===== config.mk =====
export PLATFORM = sky130hd
export DESIGN_NAME = fsc_search_cell
export DESIGN_NICKNAME = d
export VERILOG_FILES = /design/src/rtl/core/fsc_pkg.sv /design/src/rtl/core/fsc_search_cell.sv
export SDC_FILE = /design/constraint.sdc
export NUM_CORES = 1
export LEC_CHECK = 0
export BUFFER_PORTS_ARGS = -buffer_cell sky130_fd_sc_hd__buf_4
export CAP_MARGIN = 20
export CORE_AREA = 3 3 81 83
export DETAILED_ROUTE_END_ITERATION = 16
export DIE_AREA = 0 0 84 86
export PLACE_DENSITY = 0.8
export SETUP_SLACK_MARGIN = 0.05
export SLEW_MARGIN = 20
export SYNTH_ARGS = -nofsm -noshare
export SYNTH_HDL_FRONTEND = slang
export SYNTH_SLANG_ARGS = --single-unit

===== constraint.sdc =====
create_clock -name clk -period 8.3 [get_ports clk]
set_clock_uncertainty 0.1 [all_clocks]
set_input_delay 0.83 -clock clk [delete_from_list [all_inputs] [get_ports clk]]
set_output_delay 0.83 -clock clk [all_outputs]
set_load 0.02 [all_outputs]

===== src/rtl/core/fsc_pkg.sv =====
// ----------------------------------------------------------------------------
// fsc_pkg
// Shared types and constants of the frame segment classifier.
// ----------------------------------------------------------------------------
`timescale 1ns / 1ps
`default_nettype none

package fsc_pkg;

  localparam int FRAME_BITS    = 24;
  localparam int OFFSET_BITS   = 24;
  localparam int RANGE_BITS    = 25;
  // effective frame: frame minus signed offset, exact
  localparam int EFF_BITS      = 26;
  localparam int CFG_IDX_BITS  = 2;
  localparam int CFG_DATA_BITS = 25;

  typedef enum logic [1:0] {
    CMD_LOAD  = 2'd0,
    CMD_BLANK = 2'd1,
    CMD_PAIR  = 2'd2,
    CMD_CLEAR = 2'd3
  } cmd_t;

  typedef logic [1:0] verdict_t;

  // blank query classes
  localparam verdict_t V_BLANK        = 2'd0;
  localparam verdict_t V_STATIC       = 2'd1;
  localparam verdict_t V_ANIMATED     = 2'd2;
  // pair query verdicts
  localparam verdict_t V_IDENTICAL    = 2'd0;
  localparam verdict_t V_DIFFERENT    = 2'd1;
  localparam verdict_t V_UNDETERMINED = 2'd2;

  localparam logic [CFG_IDX_BITS-1:0] CFG_FRAME_OFFSET = 2'd0;
  localparam logic [CFG_IDX_BITS-1:0] CFG_RANGE_FROM   = 2'd1;
  localparam logic [CFG_IDX_BITS-1:0] CFG_RANGE_TO     = 2'd2;

  typedef enum logic [1:0] {
    ST_IDLE   = 2'd0,
    ST_SEARCH = 2'd1,
    ST_DONE   = 2'd2
  } fsm_t;

  typedef struct packed {
    cmd_t                  cmd;
    logic [FRAME_BITS-1:0] seg_begin;
    logic [FRAME_BITS-1:0] seg_end;
    logic                  seg_animated;
    logic [FRAME_BITS-1:0] frame_a;
    logic [FRAME_BITS-1:0] frame_b;
  } in_t;

  typedef struct packed {
    verdict_t verdict;
    logic     table_full;
  } out_t;

endpackage

`default_nettype wire


===== src/rtl/core/fsc_search_cell.sv =====
// ----------------------------------------------------------------------------
// fsc_search_cell
// One halving step of the segment search; registers the updated token.
// ----------------------------------------------------------------------------
`timescale 1ns / 1ps
`default_nettype none

module fsc_search_cell #(
  parameter int AW = 10,
  parameter int CW = 11
) (
  input  wire logic                                clk,
  input  wire logic                                rst_n,
  input  wire logic                                vld_i,
  input  wire logic        [CW-1:0]                first_i,
  input  wire logic        [CW-1:0]                count_i,
  input  wire logic        [fsc_pkg::FRAME_BITS-1:0] end_i,
  input  wire logic signed [fsc_pkg::EFF_BITS-1:0] frame_i,
  output logic                                     vld_o,
  output logic             [CW-1:0]                first_o,
  output logic             [CW-1:0]                count_o,
  output logic             [AW-1:0]                addr_o
);

  import fsc_pkg::*;

  logic          vld_r;
  logic [CW-1:0] first_r;
  logic [CW-1:0] count_r;
  logic [CW-1:0] first_nxt;
  logic [CW-1:0] count_nxt;
  logic [CW-1:0] step;
  logic [CW-1:0] probe;
  logic [CW-1:0] next_probe;
  logic          take;

  // end_i is end[probe] of the incoming token, read in the cycle before
  always_comb begin
    step       = count_i >> 1;
    probe      = first_i + step;
    take       = $signed({{(EFF_BITS-FRAME_BITS){1'b0}}, end_i}) <= frame_i;
    first_nxt  = first_i;
    count_nxt  = count_i;
    if (count_i != '0) begin
      if (take) begin
        first_nxt = probe + CW'(1);
        count_nxt = count_i - step - CW'(1);
      end else begin
        count_nxt = step;
      end
    end
    next_probe = first_nxt + (count_nxt >> 1);
    addr_o     = vld_i ? next_probe[AW-1:0] : '0;
  end

  always_ff @(posedge clk) begin
    if (!rst_n) begin
      vld_r <= 1'b0;
    end else begin
      vld_r <= vld_i;
    end
  end

  always_ff @(posedge clk) begin
    if (vld_i) begin
      first_r <= first_nxt;
      count_r <= count_nxt;
    end
  end

  assign vld_o   = vld_r;
  assign first_o = first_r;
  assign count_o = count_r;

endmodule

`default_nettype wire


==> flow_metrics.tcl, run 1 <==
set metrics [dict create \
    status "finished, final reports clean" \
    cp_top_family "simple AND/OR/NAND/NOR gates" \
    cp-start-kind "primary input" \
    synth_simple_gate_area_share_pct 15.4 \
    cts.clk_slew.worst_paths_ps 70 \
    wl_um 6530 \
    max_cap_viol_count 0 \
    place_congestion 0.841 \
    ios 108 \
    power.share.clock_pct 12.7 \
    synth_flop_cell "edfxtp_1" \
    synth_edf_count 22 \
    leakage_nw 1.92 \
    ys_ff_latch 23 \
    crit_chain "buf_4 > ha_1 > nand4bb_1 > or2_1 > or4_1 > or4_4 > nand2_1 > o21ai_0 > o21ai_0 > ha_1 > a21o_1 > a21oi_1 > a211oi_2 > o41ai_2 > or3_1 > nand4b_1 > buf_4" \
    clockBufferDepth 2 \
    synth_top_family_by_area "adder cells" \
    hold_buffers 0 \
    sw_frac_of_total_pct 38.1 \
    cts.sinks 23 \
    synth_xor_area_share_pct 6.20 \
    final_cell_mix "107 x buf_4, 57 x ha_1, 46 x inv_1" \
    core.rowCount 28 \
    grt_usage_pct 18.5 \
    cts_root_buffer "clkbuf_8" \
    hold_depth 2 \
    cpMaxStageDelayCell "or4_1" \
    die_y_um 86 \
    grt_pass1_wl_um 11300 \
    drv_slew 0 \
    core-area_mm2 0.00592 \
    tightest_slew_ps 687 \
    synthMuxAreaShare_pct 2.19 \
    path_depth 17 \
    grt_pass1_vias 2714 \
    start_util_pct 50.1 \
    cts_tree "yes" \
    switchingPower_w 0.000196 \
    wl_per_cell_um 12.3 \
    pre_cts_slack_ps 1920 \
    arrival_ps 5470 \
    hold_class "primary input to flip-flop" \
    multi_input_area_mm2 0.00209 \
    ys_seq_area_share_pct 22.9 \
    criticalPathCategory "primary input to output pin" \
    antenna_left 0 \
    die-area_mm2 0.00722 \
    endpoint_kind "output pin" \
    synthAdderAreaFrac_pct 26.8 \
    diodes 0 \
    cts_setup_buffers 0 \
    cp_slowest_stage_delay_ps 540 \
    finalCriticalPeriod_ps 6400 \
    maxSlewHeadroom_pct 54.2 \
    synth-compound-area-share_pct 19.9 \
    synth_async_sr_flop_share_pct 0 \
    drt-vias-per-instance 5.23 \
    ys_types 52 \
    path_max_fanout 18 \
    seq_area_um2 681 \
    num_vias 2773 \
    yosys_warnings 0 \
    wl_met2_um 3200 \
    grt_max_degree 38 \
    synth.cell_area_mm2 0.00297 \
    internal_power_w 0.000319 \
    setup_viol 0 \
    max_clock_freq_mhz 156 \
    gr-total-overflow 0 \
    first_pass_iters 4 \
    wl_met1_um 2720 \
    worst_slack_ps 1900 \
    cts_buffers 3 \
    portBuffers 107 \
    final_layout_size_suffix_gt1_share_pct 26.4 \
    drtIter0Drc 74 \
    synthesis.nets 484 \
    power_frac_seq_pct 28.8 \
    p_per_area_mw_per_mm2 132 \
    finalHoldViolCount 0 \
    num-nets-final 591 \
    vdd.ir_drop.worst_uv 135 \
    wl_met3_um 546 \
    place_hpwl_um 5940 \
    die_w_um 84 \
    setup_tns_ps 0 \
    grt_antenna_before_repair 0 \
    power_frac_comb_pct 58.5 \
    top_layer "met4" \
    fin_crit_sh_pct 77.1 \
    layout_commonest_cell "buf_4" \
    cts_resized 0 \
    h-tree-depth 1 \
    drc 0 \
    rsz0062_at_grt "no" \
    syn_to_final_growth_pct 31.1 \
    path_buf_inv 2 \
    nFillCells 503 \
    crit_required_ps 7370 \
    synthCells 349 \
    avgSynthCellArea_um2 8.50 \
]
==> power groups by stage <==
| stage | clock network, W | registers [W] | logic (W) |
|---|---|---|---|
| after global routing | 0.0000724 | 0.000150 | 0.000338 |
| after CTS | 0.0000674 | 0.000149 | 0.000304 |
| after global placement | 0 | 0.000150 | 0.000295 |
| final | 0.0000652 | 0.000148 | 0.000301 |
| after detailed placement | 0 | 0.000151 | 0.000303 |
| after floorplan | 0 | 0.000169 | 0.000177 |
==> metal layers <==
| metal | track usage (%) | up-vias |
|---|---|---|
| met2 | 35.2 | 104 |
| li1 | - | 1454 |
| met4 | 4.39 | 0 |
| met1 | 21.3 | 1209 |
| met5 | 0 | - |
| met3 | 3.46 | 6 |
==> final cells by class <==
| cell class | instances | share of cell area [%] |
|---|---|---|
| inverter | 46 | 4.44 |
| sequential | 23 | 17.5 |
| tap | 75 | 2.41 |
| clock buffer | 4 | 1.16 |
| timing repair buffer | 107 | 20.7 |
| multi-input combinational | 275 | 53.8 |
==> state kept, by name (all words and copies together) (netlist names) <==
name	flops
count_o	11
first_o	11
vld_o	1
==> cells by family (layout without fill, tap and decap cells) <==
group / Yosys count / after routing
simple gates: 92 / 92
fa+ha+maj: 62 / 62
buf+inv: 51 / 157
compound gates: 95 / 95
xor+xnor: 21 / 21
flops: 23 / 23
mux: 5 / 5
==> Yosys cell counts (2+ instances only) <==
cell       instances  share of area (%)
a2111oi_0          2               0.59
a211oi_1           5                1.3
a21o_1             4                1.0
a21oi_1           35                5.9
and2_1             7                1.5
clkbuf_1           4               0.51
edfxtp_1          22                 22
fa_1               3                2.0
ha_1              57                 24
inv_1             46                5.8
mux2_2             2               0.76
mux2i_1            2               0.67
nand2_1           32                4.0
nand2b_1           7                1.5
nand3_1            3               0.51
nand4_1            5                1.1
nor2_1            22                2.8
nor3_1             4               0.67
o211ai_1           3               0.76
o21a_1             3               0.76
o21ai_0           23                3.9
o21bai_1           9                2.3
xnor2_1           13                3.8
xor2_1             8                2.4
==> worst paths after layout <==
check	endpoint	from	slack [ps]
worst min-delay path	vld_o$_SDFF_PN0_	rst_n	690
worst max-delay path	addr_o[9]	end_i[23]	1900
==> through the flow <==
stage          hold WS [ps]  std cells  util, %  power (W)  instance area, µm²
2_1_floorplan           842        349        -   0.000347                2970
3_3_place_gp            941        526     64.9   0.000445                3840
3_5_place_dp            963        526     64.9   0.000454                3840
4_1_cts                 691        530     65.7   0.000520                3890
5_1_grt                 700        530     65.7   0.000561                3890
6_report                689        530     65.7   0.000515                3890
Power figures use the tool's default switching activity.
==> run 2: changes to the inputs <==
==> constraint.sdc (replaced) <==
create_clock -name clk -period 6.05 [get_ports clk]
set_clock_uncertainty 0.1 [all_clocks]
set_input_delay 0.605 -clock clk [delete_from_list [all_inputs] [get_ports clk]]
set_output_delay 0.605 -clock clk [all_outputs]
set_load 0.02 [all_outputs]
==> run 2 against run 1 <==
- count of clock-buffer cells in the layout did not move
- power rose by 40%
- final area rose by 0.48%
==> flow_metrics.tcl, run 2 (synthesis results as in run 1) <==
set metrics [dict create \
    status "finished, final reports clean" \
    endpoint_kind "output pin" \
    grt_antenna_before_repair 0 \
    first_pass_iters 4 \
    cp-start-kind "primary input" \
    finalHoldViolCount 0 \
    hold_buffers 0 \
    power_frac_comb_pct 58.9 \
    power_frac_seq_pct 28.3 \
    die_y_um 86 \
    internal_power_w 0.000440 \
    core-area_mm2 0.00592 \
    cts_setup_buffers 0 \
    path_buf_inv 2 \
    final_cell_mix "109 x buf_4, 57 x ha_1, 46 x inv_1" \
    portBuffers 107 \
    p_per_area_mw_per_mm2 184 \
    placed_cell_area_mm2 0.00386 \
    grt_pass1_wl_um 12100 \
    num-nets-final 593 \
    place_hpwl_um 6260 \
    core.rowCount 28 \
    cts_root_buffer "clkbuf_8" \
    criticalPathCategory "primary input to output pin" \
    max_clock_freq_mhz 177 \
    fin_crit_sh_pct 93.2 \
    drc 0 \
    grt_max_degree 38 \
    vdd.ir_drop.worst_uv 196 \
    path_max_fanout 7 \
    drv_slew 0 \
    num_vias 2830 \
    tightest_slew_ps 454 \
    drt-vias-per-instance 5.32 \
    antenna_left 0 \
    cts.clk_slew.worst_paths_ps 80 \
    max_cap_viol_count 0 \
    power.share.clock_pct 12.8 \
    drtIter0Drc 101 \
    setup_tns_ps 0 \
    crit_end "addr_o[8]" \
    path_depth 18 \
    die_w_um 84 \
    cts_tree "yes" \
    switchingPower_w 0.000278 \
    grt_pass1_vias 2809 \
    cts.sinks 23 \
    rsz0062_at_grt "no" \
    cts_buffers 3 \
    cpMaxStageDelayCell "or4_1" \
    cp-startpoint "end_i[23]" \
    cts_resized 0 \
    grt_usage_pct 19.7 \
    cp_slowest_stage_delay_ps 550 \
    place_congestion 0.833 \
    die-area_mm2 0.00722 \
    clockBufferDepth 2 \
    final_util_pct 66.0 \
    leakage_nw 1.94 \
    p_total_w 0.000718 \
    wl_um 7050 \
    hold_class "primary input to flip-flop" \
    diodes 0 \
    ios 108 \
    final_layout_size_suffix_gt1_share_pct 26.9 \
    maxSlewHeadroom_pct 68.9 \
    finalCriticalPeriod_ps 5640 \
    cp_top_family "simple AND/OR/NAND/NOR gates" \
    crit_chain "buf_4 > ha_1 > nand4bb_1 > or2_1 > or4_1 > or4_4 > nand2_1 > nand2_1 > o211ai_1 > o21ai_0 > ha_1 > fa_1 > a21oi_1 > maj3_2 > o21ai_2 > a31oi_1 > mux2i_1 > buf_4" \
    setup_viol 0 \
    gr-total-overflow 0 \
    syn_to_final_growth_pct 31.7 \
    h-tree-depth 1 \
    wl_per_cell_um 13.3 \
    start_util_pct 50.1 \
    sw_frac_of_total_pct 38.8 \
    fin_area_mm2 0.00391 \
    crit_required_ps 5340 \
    arrival_ps 4940 \
    layout_commonest_cell "buf_4" \
]
[run 2: layout make-up]
cell class	count	area (µm²)
Multi-Input combinational cell	275	2100
Timing Repair Buffer	109	818
Sequential cell	23	681
Clock buffer	4	45.0
Fill cell	500	2010
Tap cell	75	93.8
Inverter	46	173
[run 2: power by group through the flow]
stage	clock [W]	combinational [W]	sequential, W
after floorplan	0	0.000243	0.000232
after global placement	0	0.000405	0.000206
after detailed placement	0	0.000421	0.000207
after CTS	0.0000925	0.000423	0.000203
after global routing	0.0000994	0.000468	0.000205
final	0.0000921	0.000423	0.000203
[run 2: stage by stage]
| step | hold slack, ps | instances | setup WS, ps |
|---|---|---|---|
| 2_1_floorplan | 617 | 349 | 553 |
| 3_3_place_gp | 717 | 528 | 481 |
| 3_5_place_dp | 731 | 528 | 289 |
| 4_1_cts | 464 | 532 | 290 |
| 5_1_grt | 473 | 532 | 179 |
| 6_report | 456 | 532 | 409 |
[run 2: how the worst min path moves through the flow]
stage / from / to / slack, ps / depth (start not counted)
floorplan: vld_i / count_o[0]$_DFFE_PP_ / 620 / 0
global placement: rst_n / vld_o$_SDFF_PN0_ / 720 / 2
detailed placement: rst_n / vld_o$_SDFF_PN0_ / 730 / 2
CTS: rst_n / vld_o$_SDFF_PN0_ / 460 / 2
global route: rst_n / vld_o$_SDFF_PN0_ / 470 / 2
finish: rst_n / vld_o$_SDFF_PN0_ / 460 / 2
[run 2: routing by layer]
metal | vias to the layer above | part of all wire, % | global-route usage, %
met1 | 1249 | 41 | 22.9
met3 | 8 | 9.3 | 4.23
met2 | 118 | 48 | 37.4
met4 | 0 | 1.1 | 3.65
met5 | - | 0 | 0
li1 | 1455 | - | -
==> run 3: changes to the inputs <==
==> constraint.sdc (replaced) <==
create_clock -name clk -period 5.2 [get_ports clk]
set_clock_uncertainty 0.1 [all_clocks]
set_input_delay 0.52 -clock clk [delete_from_list [all_inputs] [get_ports clk]]
set_output_delay 0.52 -clock clk [all_outputs]
set_load 0.02 [all_outputs]
==> run 3 against run 2 <==
- utilization is 5.0 points higher
- via count is 3.8% higher
- final area is 7.6% higher
- non-clock buffer count is 14 higher
- hold slack worse by 92 ps
- wire length is 11% higher
- critical path depth is 1 higher
- sequential power is 17% higher
- clock power is 17% higher
- sequential share of layout area is 1.2 points lower
- setup slack worse by 250 ps
- global-route usage is 0.19 points higher
- largest power group unchanged
==> flow_metrics.tcl, run 3 (synthesis results as in run 1) <==
set metrics [dict create \
    core.rowCount 28 \
    ios 108 \
    final_util_pct 71.0 \
    finalHoldViolCount 0 \
    tightest_slew_ps 637 \
    cts.sinks 23 \
    multi_input_area_mm2 0.00225 \
    cts_root_buffer "clkbuf_8" \
    drt-vias-per-instance 5.38 \
    cts.clk_slew.worst_paths_ps 80 \
    hold_start "rst_n" \
    cp-start-kind "primary input" \
    core-area_mm2 0.00592 \
    portBuffers 107 \
    cts_tree "yes" \
    gr-total-overflow 0 \
    finalCriticalPeriod_ps 5040 \
    hold_class "primary input to flip-flop" \
    grt_use_met2_pct 39.0 \
    hold_depth 2 \
    hold_buffers 0 \
    num-nets-final 607 \
    nFillCells 455 \
    clockBufferDepth 2 \
    num_vias 2937 \
    p_per_area_mw_per_mm2 215 \
    drv_slew 0 \
    criticalPathCategory "primary input to output pin" \
    cts_buffers 3 \
    endpoint_kind "output pin" \
    arrival_ps 4420 \
    drc 0 \
    leakage_nw 2.02 \
    grt_use_met3_pct 2.98 \
    antenna_left 0 \
    max_cap_viol_count 0 \
    final_layout_size_suffix_gt1_share_pct 34.2 \
    maxSlewHeadroom_pct 56.5 \
    drtIter0Drc 123 \
    h-tree-depth 1 \
    grt_usage_pct 19.9 \
    grt_antenna_before_repair 0 \
    final_cell_mix "115 x buf_4, 51 x ha_1, 42 x inv_1" \
    setup_viol 0 \
    hold-path-endpoint "vld_o$_SDFF_PN0_" \
    grt_pass1_vias 2769 \
    max_clock_freq_mhz 199 \
    crit_required_ps 4580 \
    vdd.ir_drop.worst_uv 205 \
    grt_pass1_wl_um 12000 \
    die_w_um 84 \
    place_hpwl_um 6340 \
    die-area_mm2 0.00722 \
    seq_area_um2 681 \
    wl_um 7800 \
    fin_crit_sh_pct 96.9 \
    path_max_fanout 5 \
    p_total_w 0.000905 \
    diodes 0 \
    cp-startpoint "frame_i[23]" \
    start_util_pct 50.1 \
    grt_max_degree 38 \
    syn_to_final_growth_pct 41.8 \
    wl_per_cell_um 14.3 \
    layout_commonest_cell "buf_4" \
    place_congestion 0.844 \
    busiest_layer "met2" \
    first_pass_iters 4 \
    status "finished, final reports clean" \
    die_y_um 86 \
    grt.met1_usage_pct 22.0 \
]
[run 3: area by class of cell]
cell class / instances / area share (%)
multi-input cells: 275 / 53.6
repair buffers: 123 / 22.7
flip-flops and latches: 23 / 16.2
inverters: 46 / 4.28
well taps: 75 / 2.23
clock buffers: 4 / 1.07
[run 3: stage by stage]
step           cells  instance area [µm²]  TNS, ps  hold WS (ps)  worst slack [ps]
6_report         546                 4210        0           364               162
5_1_grt          546                 4210    -16.6           375             -16.6
4_1_cts          543                 4030        0           362              12.3
3_5_place_dp     535                 3920     -124           636             -83.1
3_3_place_gp     535                 3920        0           631              6.55
2_1_floorplan    349                 2980        0           532              50.6
[run 3: how the worst max path moves through the flow]
stage | to | slack (ps) | cells past startpoint
after CTS | addr_o[8] | 10 | 16
after detailed placement | addr_o[8] | -80 | 18
after floorplan | addr_o[8] | 50 | 18
final | addr_o[7] | 160 | 19
after global routing | addr_o[7] | -20 | 20
after global placement | addr_o[8] | 7 | 18
[run 3: worst max-delay path, cell delays in order]
cell	delay, ps
buf_4	80
inv_1	50
ha_4	260
nand4bb_1	110
or2_1	260
or4_4	420
or4_4	530
a21o_4	250
mux2_4	330
ha_4	210
a21o_1	180
a21oi_2	120
buf_4	140
buf_4	130
maj3_2	230
o21ai_2	70
a211oi_1	270
nor2_1	80
buf_4	160
[run 3: repair_timing]
action	CTS	global route
pin swaps	8	25
resized for setup	8	36
setup endpoints to repair	3	6
cloned	0	0
setup buffers	4	3
[run 3: report_power, final]
group | switching, W | total, W | internal, W
logic | 0.000297 | 0.000560 | 0.000263
registers | 0.00000570 | 0.000237 | 0.000231
clock network | 0.0000531 | 0.000108 | 0.0000546
[run 3: metal layers]
metal	part of all wire, %	vias up
li1	-	1487
met1	39	1321
met2	52	118
met3	7.5	11
met4	1.7	0
met5	0	-
